File: config.mk
export PLATFORM = sky130hd
export DESIGN_NAME = double_ended_queue_flat
export DESIGN_NICKNAME = d
export VERILOG_FILES = /design/src/rtl/deq_pkg.sv /design/src/rtl/deq_if.sv /design/src/rtl/deq_ram.sv /design/src/rtl/deq_ctrl.sv /design/src/rtl/double_ended_queue.sv /design/src/flat_wrapper.sv
export SDC_FILE = /design/constraint.sdc
export NUM_CORES = 1
export LEC_CHECK = 0
export BUFFER_PORTS_ARGS = -buffer_cell sky130_fd_sc_hd__buf_2
export CAP_MARGIN = 5
export CELL_PAD_IN_SITES_DETAIL_PLACEMENT = 1
export CELL_PAD_IN_SITES_GLOBAL_PLACEMENT = 2
export CORE_AREA = 2 2 330 267
export DETAILED_ROUTE_END_ITERATION = 16
export DIE_AREA = 0 0 332 269
export GPL_ROUTABILITY_DRIVEN = 0
export HOLD_SLACK_MARGIN = 0.12
export PLACE_DENSITY_LB_ADDON = 0.1
export RECOVER_POWER = 50
export SLEW_MARGIN = 20
export SYNTH_ARGS = -nofsm -noshare
export SYNTH_HDL_FRONTEND = slang
export SYNTH_HIERARCHICAL = 1
export SYNTH_SLANG_ARGS = --single-unit
File: constraint.sdc
create_clock -name clk -period 6 [get_ports clk]
set_input_delay 1.5 -clock clk [delete_from_list [all_inputs] [get_ports clk]]
set_output_delay 1.5 -clock clk [all_outputs]
set_load 0.05 [all_outputs]
File: src/rtl/deq_pkg.sv
// ----------------------------------------------------------------------------
// deq_pkg: shared types and constants of the double-ended queue
// Ring geometry, command and status codes, and the memory request bundle
// passed between the control logic and the entry storage.
// ----------------------------------------------------------------------------
package deq_pkg;

	// Ring geometry.
	localparam int DEPTH   = 16;
	localparam int PTR_W   = $clog2(DEPTH);
	localparam int CNT_W   = $clog2(DEPTH + 1);
	localparam int SUM_W   = CNT_W + 1;

	// Fixed field widths of the channels.
	localparam int CMD_W   = 3;
	localparam int DATA_W  = 32;
	localparam int STAT_W  = 2;
	localparam int COUNT_W = 5;

	typedef logic [CMD_W-1:0]         cmd_t;
	typedef logic signed [DATA_W-1:0] data_t;
	typedef logic [STAT_W-1:0]        status_t;
	typedef logic [COUNT_W-1:0]       count_t;
	typedef logic [PTR_W-1:0]         ptr_t;
	typedef logic [CNT_W-1:0]         cnt_t;
	typedef logic [SUM_W-1:0]         sum_t;

	// Command codes.
	localparam cmd_t CMD_PUSH_BACK  = 3'd0;
	localparam cmd_t CMD_PUSH_FRONT = 3'd1;
	localparam cmd_t CMD_POP_BACK   = 3'd2;
	localparam cmd_t CMD_POP_FRONT  = 3'd3;
	localparam cmd_t CMD_READ_BACK  = 3'd4;
	localparam cmd_t CMD_READ_FRONT = 3'd5;

	// Status codes.
	localparam status_t ST_OK    = 2'd0;
	localparam status_t ST_EMPTY = 2'd1;
	localparam status_t ST_FULL  = 2'd2;

	// One access to the entry storage.
	typedef struct packed {
		logic  we;
		logic  re;
		ptr_t  addr;
		data_t wdata;
	} ram_req_t;

	// Fold a position below twice the depth back into the ring.
	function automatic ptr_t wrap_pos(input sum_t p);
		sum_t r;
		r = p;
		if (p >= SUM_W'(DEPTH)) begin
			r = p - SUM_W'(DEPTH);
		end
		return PTR_W'(r);
	endfunction

endpackage

File: src/rtl/deq_if.sv
// ----------------------------------------------------------------------------
// deq_if: valid/ready channels of the double-ended queue
// The command channel carries a command and a value; the result channel
// carries the read value, the status, the count and the empty flag.
// ----------------------------------------------------------------------------
interface deq_req_if;
	logic          valid;
	logic          ready;
	deq_pkg::cmd_t  cmd;
	deq_pkg::data_t value;

	modport source (output valid, output cmd, output value, input ready);
	modport sink   (input valid, input cmd, input value, output ready);
endinterface

interface deq_rsp_if;
	logic             valid;
	logic             ready;
	deq_pkg::data_t   read_value;
	deq_pkg::status_t status;
	deq_pkg::count_t  count;
	logic             empty_res;

	modport source (output valid, output read_value, output status, output count,
		output empty_res, input ready);
	modport sink   (input valid, input read_value, input status, input count,
		input empty_res, output ready);
endinterface

File: src/rtl/deq_ram.sv
// ----------------------------------------------------------------------------
// deq_ram: entry storage of the double-ended queue
// Single-port synchronous memory with a registered read. Entries
// hold no reset value; only written positions are ever read.
// ----------------------------------------------------------------------------
module deq_ram (
	input  logic              clk,
	input  deq_pkg::ram_req_t req,
	output deq_pkg::data_t    rdata
);
	import deq_pkg::*;

	data_t mem [DEPTH];
	data_t rdata_q;

	// Write on a push, registered read on a read command.
	always_ff @(posedge clk) begin
		if (req.we) begin
			mem[req.addr] <= req.wdata;
		end
		if (req.re) begin
			rdata_q <= mem[req.addr];
		end
	end

	assign rdata = rdata_q;

endmodule

File: src/rtl/deq_ctrl.sv
// ----------------------------------------------------------------------------
// deq_ctrl: pointer, count and result control of the double-ended queue
// Decodes each command beat, updates head and count, drives the memory
// access and holds the result beat until the sink takes it.
// ----------------------------------------------------------------------------
module deq_ctrl (
	input  logic              clk,
	input  logic              arst_n,
	deq_req_if.sink           req,
	deq_rsp_if.source         rsp,
	output deq_pkg::ram_req_t ram_req,
	input  deq_pkg::data_t    ram_rdata
);
	import deq_pkg::*;

	localparam logic S_IDLE = 1'b0;
	localparam logic S_READ = 1'b1;

	logic    state_q;
	ptr_t    head_q;
	cnt_t    count_q;

	logic    rsp_valid_q;
	data_t   rd_q;
	status_t status_q;
	cnt_t    cnt_out_q;

	logic    accept;
	logic    full;
	logic    empty;
	sum_t    sum;
	ptr_t    tail_pos;
	ptr_t    back_pos;
	ptr_t    head_dec;
	ptr_t    head_inc;

	ptr_t    head_n;
	cnt_t    count_n;
	status_t status_n;
	logic    we;
	logic    re;
	ptr_t    addr;

	// A new beat enters only when idle and the result register is free or draining.
	assign req.ready = (state_q == S_IDLE) && (!rsp_valid_q || rsp.ready);
	assign accept    = req.valid && req.ready;

	// Ring positions around the current head and count.
	assign full     = (count_q == CNT_W'(DEPTH));
	assign empty    = (count_q == '0);
	assign sum      = SUM_W'(head_q) + SUM_W'(count_q);
	assign tail_pos = wrap_pos(sum);
	assign back_pos = wrap_pos(sum - SUM_W'(1));
	assign head_dec = (head_q == '0) ? PTR_W'(DEPTH - 1) : head_q - PTR_W'(1);
	assign head_inc = wrap_pos(SUM_W'(head_q) + SUM_W'(1));

	// Command decode.
	always_comb begin
		head_n   = head_q;
		count_n  = count_q;
		status_n = ST_OK;
		we       = 1'b0;
		re       = 1'b0;
		addr     = head_q;
		case (req.cmd)
			CMD_PUSH_BACK: begin
				if (full) begin
					status_n = ST_FULL;
				end else begin
					we      = 1'b1;
					addr    = tail_pos;
					count_n = count_q + CNT_W'(1);
				end
			end
			CMD_PUSH_FRONT: begin
				if (full) begin
					status_n = ST_FULL;
				end else begin
					we      = 1'b1;
					addr    = head_dec;
					head_n  = head_dec;
					count_n = count_q + CNT_W'(1);
				end
			end
			CMD_POP_BACK: begin
				if (empty) begin
					status_n = ST_EMPTY;
				end else begin
					count_n = count_q - CNT_W'(1);
				end
			end
			CMD_POP_FRONT: begin
				if (empty) begin
					status_n = ST_EMPTY;
				end else begin
					head_n  = head_inc;
					count_n = count_q - CNT_W'(1);
				end
			end
			CMD_READ_BACK: begin
				re   = !empty;
				addr = back_pos;
			end
			CMD_READ_FRONT: begin
				re   = !empty;
				addr = head_q;
			end
			default: begin
			end
		endcase
	end

	// Memory access goes out in the cycle of the command beat.
	always_comb begin
		ram_req.we    = accept && we;
		ram_req.re    = accept && re;
		ram_req.addr  = addr;
		ram_req.wdata = req.value;
	end

	// Control state: sequencer, head, count and result valid.
	always_ff @(posedge clk or negedge arst_n) begin
		if (!arst_n) begin
			state_q     <= S_IDLE;
			head_q      <= '0;
			count_q     <= '0;
			rsp_valid_q <= 1'b0;
		end else begin
			unique case (state_q)
				S_IDLE: begin
					if (accept) begin
						head_q      <= head_n;
						count_q     <= count_n;
						rsp_valid_q <= !re;
						if (re) begin
							state_q <= S_READ;
						end
					end else if (rsp.ready) begin
						rsp_valid_q <= 1'b0;
					end
				end
				S_READ: begin
					rsp_valid_q <= 1'b1;
					state_q     <= S_IDLE;
				end
				default: begin
					state_q <= S_IDLE;
				end
			endcase
		end
	end

	// Result payload; the read value is taken from the registered memory output in the read state.
	always_ff @(posedge clk) begin
		if (accept) begin
			rd_q      <= '0;
			status_q  <= status_n;
			cnt_out_q <= count_n;
		end else if (state_q == S_READ) begin
			rd_q <= ram_rdata;
		end
	end

	assign rsp.valid      = rsp_valid_q;
	assign rsp.read_value = rd_q;
	assign rsp.status     = status_q;
	assign rsp.count      = COUNT_W'(cnt_out_q);
	assign rsp.empty_res  = (cnt_out_q == '0);

	// A memory read always completes into a result beat.
	a_read_completes: assert property (@(posedge clk) disable iff (!arst_n)
		ram_req.re |=> (state_q == S_READ) ##1 rsp_valid_q)
		else $error("read did not produce a result beat");

	// Memory is read only while the queue holds entries.
	a_read_nonempty: assert property (@(posedge clk) disable iff (!arst_n)
		ram_req.re |-> (count_q != '0))
		else $error("memory read on empty queue");

	// A successful pop takes exactly one entry.
	a_pop_count: assert property (@(posedge clk) disable iff (!arst_n)
		accept && (req.cmd == CMD_POP_BACK || req.cmd == CMD_POP_FRONT) && !empty
		|=> count_q == $past(count_q) - CNT_W'(1))
		else $error("pop did not decrement count");

	// A push on a full queue changes neither head nor count.
	a_full_push: assert property (@(posedge clk) disable iff (!arst_n)
		accept && (req.cmd == CMD_PUSH_BACK || req.cmd == CMD_PUSH_FRONT) && full
		|=> $stable(count_q) && $stable(head_q))
		else $error("push on full queue changed state");

	// The count never exceeds the ring depth.
	a_count_bound: assert property (@(posedge clk) disable iff (!arst_n)
		accept |=> count_q <= CNT_W'(DEPTH))
		else $error("count beyond depth");

endmodule

File: src/rtl/double_ended_queue.sv
// ----------------------------------------------------------------------------
// double_ended_queue: ring-buffer double-ended queue of signed 32-bit values
// Push, pop and read at either end; every command beat yields one result beat.
//
//   Channel  Role   Beat contents
//   req      sink   cmd (3), value (32, signed)
//   rsp      source read_value (32, signed), status (2), count (5), empty_res (1)
//
// Push and pop commands, and reads of an empty queue, have their result
// registered at the edge that accepts the command. Read commands on a nonempty
// queue pass through the memory read register and the read state first.
// Reset clears head and count; the entry memory has no reset and needs none.
// A stalled result holds its register; a new command is taken in the cycle the
// held result drains.
// ----------------------------------------------------------------------------
module double_ended_queue (
	input  logic      clk,
	input  logic      arst_n,
	deq_req_if.sink   req,
	deq_rsp_if.source rsp
);
	import deq_pkg::*;

	ram_req_t ram_req;
	data_t    ram_rdata;

	// Pointer, count and result control.
	deq_ctrl u_ctrl (
		.clk       (clk),
		.arst_n    (arst_n),
		.req       (req),
		.rsp       (rsp),
		.ram_req   (ram_req),
		.ram_rdata (ram_rdata)
	);

	// Entry storage.
	deq_ram u_ram (
		.clk   (clk),
		.req   (ram_req),
		.rdata (ram_rdata)
	);

endmodule
File: src/flat_wrapper.sv
// flat-port wrapper written by rule: the top's interface ports become plain ports
module double_ended_queue_flat import deq_pkg::*;
  (clk, arst_n, req_valid, req_cmd, req_value, req_ready, rsp_valid, rsp_read_value, rsp_status, rsp_count, rsp_empty_res, rsp_ready);
  deq_req_if req_i ();
  deq_rsp_if rsp_i ();
  input  logic clk;
  input  logic arst_n;
  input wire logic [$bits(req_i.valid)-1:0] req_valid;
  input wire logic [$bits(req_i.cmd)-1:0] req_cmd;
  input wire logic [$bits(req_i.value)-1:0] req_value;
  output wire logic [$bits(req_i.ready)-1:0] req_ready;
  output wire logic [$bits(rsp_i.valid)-1:0] rsp_valid;
  output wire logic [$bits(rsp_i.read_value)-1:0] rsp_read_value;
  output wire logic [$bits(rsp_i.status)-1:0] rsp_status;
  output wire logic [$bits(rsp_i.count)-1:0] rsp_count;
  output wire logic [$bits(rsp_i.empty_res)-1:0] rsp_empty_res;
  input wire logic [$bits(rsp_i.ready)-1:0] rsp_ready;
  assign req_i.valid = req_valid;
  assign req_i.cmd = req_cmd;
  assign req_i.value = req_value;
  assign req_ready = req_i.ready;
  assign rsp_valid = rsp_i.valid;
  assign rsp_read_value = rsp_i.read_value;
  assign rsp_status = rsp_i.status;
  assign rsp_count = rsp_i.count;
  assign rsp_empty_res = rsp_i.empty_res;
  assign rsp_i.ready = rsp_ready;
  double_ended_queue u_core (.clk(clk), .arst_n(arst_n), .req(req_i), .rsp(rsp_i));
endmodule
==> impl_metrics.tcl <==
set metrics [dict create \
    antennaDiodeCount 0 \
    drc_errors 0 \
    ys_warn_count 6 \
    syn_nets 1203 \
    crit_path_top_delay_cell "a31oi_1" \
    coreArea_um2 86400 \
    crit_fanout 18 \
    crit_required_ps 6300 \
    tns_ps 0 \
    ys_seq_area_frac 0.758 \
    htreeDepth 3 \
    r2r_start "u_core/u_ctrl/count_q[1]$_DFFE_PN0P_" \
    syn_inst 1155 \
    cpPeakStageDelay_ps 720 \
    cts_resized 0 \
    cts.clk_slew.worst_paths_ps 60 \
    grt_pass1_vias 12088 \
    synth_edf_count 551 \
    synthTopCellsByArea "edfxtp_1 (72%), mux4_2 (13%), dfxtp_1 (2.8%), a22oi_1 (2.1%), mux2i_1 (1.4%)" \
    cp-end-kind "flop" \
    worst_pin_slew_ps 1370 \
    post-route-util 0.311 \
    antenna_found_initial 4 \
    crit_path_start "req_cmd[2]" \
    cts_root_buffer "clkbuf_16" \
    hold_buffers 0 \
    cts.sinks 594 \
    regToRegSetupSlack_ps 1280 \
    p_per_area_nw_per_um2 446 \
    cts_tree "done" \
    syn-cell-area_um2 23000 \
    irDropWorstVdd_mv 0.216 \
    pin_count 81 \
    run_status "finished, final reports clean" \
    critPathKind "in -> reg" \
    num_vias 11179 \
    crit_path_start_kind "input port" \
    drt_iter0_drc 646 \
    io_buffers 80 \
    crit_end "u_core/u_ram/mem[15][19]$_DFFE_PP_" \
    hp-class "reg -> reg" \
    critPathTopFamily "buffers and inverters" \
    dp_hpwl_mm 34.7 \
    synth.distinct_cells 56 \
    std_cell_rows 97 \
    track_usage 0.138 \
    wire_per_inst_um 24.8 \
    area_growth_pct 16.6 \
    clockBufferDepth 3 \
    ys_seq_elements 594 \
    r2r_cells 9 \
    fmax_ghz 0.211 \
    grt_pass1_wl_mm 88.7 \
    async_flop_share 0.0185 \
    p_leak_uw 0.00840 \
    rr_endpoint "u_core/u_ram/mem[15][19]$_DFFE_PP_" \
    cp.depth 7 \
    total_power_uw 12000 \
    synth_area_leader_cell "edfxtp_1" \
    grt_max_degree 88 \
    syn_avg_cell_area_um2 19.9 \
    grt.overflow.total 0 \
    dieArea_um2 89300 \
    cts_setup_buffers 0 \
    start_util 0.266 \
    drive_above_1_share 0.233 \
    fin_crit_sh 0.789 \
    ys.flop_type "edfxtp_1" \
    die_h_um 269 \
    maxSlewViolCount 0 \
    fin_skew_ps 20.2 \
    ant_nets 0 \
    rsz0062_at_grt "false" \
    post-route-min-period_ps 4740 \
    cp.arrival_ps 5030 \
    drt-total-wl_mm 60.5 \
    hold_viol_final 0 \
    path_cells "clkbuf_1 -> inv_1 -> a311o_1 -> a31oi_1 -> nand3_1 -> nor2_4 -> buf_4" \
    setup_viol_count_final 0 \
    clock_latency_ps 610 \
    netlist.area_leader.share 0.719 \
    maxSlewHeadroom 0.0881 \
    die_width_um 332 \
    cap_violations 0 \
    via_per_inst 4.58 \
    path_buf_inv 3 \
    final_nets 1299 \
    fin_area_um2 26900 \
    drt_pre_antenna_iters 4 \
    cts_buffers 67 \
    place_area_um2 24900 \
]
kinds of logic after synthesis:
| group | Yosys count | synth area share |
|---|---|---|
| and+or+nand+nor | 152 | 0.0304 |
| xor gates and xnor gates | 9 | 0.00342 |
| AOI/OAI and AO/OA | 118 | 0.0350 |
| buffers and inverters | 108 | 0.0261 |
| muxes | 165 | 0.142 |
| adders and majority gates | 9 | 0.00522 |
| DFF | 594 | 0.758 |
through the flow:
stage	worst slack, ps	cells	hold WS [ps]
floorplan	84.8	1155	456
global route	878	2441	506
global placement	1140	2320	461
CTS	1220	2441	482
detailed placement	1020	2320	477
finish	1260	2441	478
layer usage:
metal | track usage | up-vias | routed length [µm]
met2 | 0.222 | 160 | 28600
met4 | 0.0436 | 8 | 1540
met5 | 0 | - | 42
met3 | 0.0265 | 94 | 1820
li1 | - | 4877 | -
met1 | 0.189 | 6040 | 28600
cells in the mapped netlist (2+ instances only):
library cell / number
a22oi_1: 64
dfxtp_1: 32
nor2_1: 62
a31oi_1: 2
buf_2: 20
buf_1: 7
nor4_1: 4
a21oi_1: 18
dfrtp_1: 11
nand2b_1: 5
nand2_1: 44
mux4_2: 128
ha_1: 8
and3_1: 2
xor2_1: 2
xnor2_1: 7
nand3_1: 11
nand3b_1: 2
edfxtp_1: 551
o21ai_0: 17
mux2i_1: 32
clkbuf_1: 30
nor2b_1: 3
mux2_2: 5
o21bai_1: 2
buf_6: 6
nor3_1: 9
buf_4: 33
inv_1: 10
o21a_1: 2
power breakdown:
part	total (µW)	switching (µW)	leakage, µW	internal, µW
combinational	3160	1870	0.00203	1300
sequential	4890	123	0.00536	4760
clock	3930	1650	0.00101	2280
tightest hold or removal path: stages, from the launching register on:
cell and delay [ps]:
edfxtp_1 320, mux2i_1 60, nor2_1 70
placed cells by master (no fill, tap or decap), types with 7 or more instances in the layout:
cell and n:
inv_1 11, nand3_1 11, mux4_2 128, buf_12 8, buf_4 34, a21oi_1 18, a22oi_1 64, nor2_1 49
ha_1 8, buf_2 15, xnor2_1 7, clkbuf_1 94, edfxtp_1 551, nand2_1 43, mux2i_1 32, dfrtp_1 10
dfxtp_1 32, o21ai_0 17, nor2_4 13, clkbuf_16 70
sequential cells by signal (all words and copies together), names as in the netlist:
signal / count
u_core/u_ram/mem: 512
u_core/u_ctrl/count_q: 5
u_core/u_ctrl/rsp.status: 2
u_core/u_ram/rdata: 32
u_core/u_ctrl/rsp.read_value: 32
u_core/u_ctrl/head_q: 4
u_core/u_ctrl/rsp.count: 5
u_core/u_ctrl/state_q: 1
u_core/u_ctrl/rsp.valid: 1
worst min-delay path by stage:
stage	depth (start not counted)	startpoint	endpoint	slack, ps
after global routing	2	u_core/u_ram/rdata[7]$_DFFE_PP_	u_core/u_ctrl/rsp.read_value[7]$_SDFFE_PP0P_	510
after global placement	2	u_core/u_ram/rdata[2]$_DFFE_PP_	u_core/u_ctrl/rsp.read_value[2]$_SDFFE_PP0P_	460
after CTS	2	u_core/u_ram/rdata[25]$_DFFE_PP_	u_core/u_ctrl/rsp.read_value[25]$_SDFFE_PP0P_	480
after detailed placement	2	u_core/u_ctrl/state_q$_DFF_PN0_	u_core/u_ctrl/rsp.valid$_DFFE_PN0P_	480
final	2	u_core/u_ram/rdata[25]$_DFFE_PP_	u_core/u_ctrl/rsp.read_value[25]$_SDFFE_PP0P_	480
after floorplan	2	u_core/u_ram/rdata[0]$_DFFE_PP_	u_core/u_ctrl/rsp.read_value[0]$_SDFFE_PP0P_	460
layout make-up:
cell class | count | area, µm²
well taps | 1138 | 1420
fillers | 8684 | 59600
multi-input cells | 453 | 5100
clock inverters | 18 | 153
flip-flops and latches | 594 | 17500
inverters | 11 | 41.3
clock buffers | 103 | 1940
repair buffers | 124 | 742
Note: power is estimated with default switching activity, not from simulation.
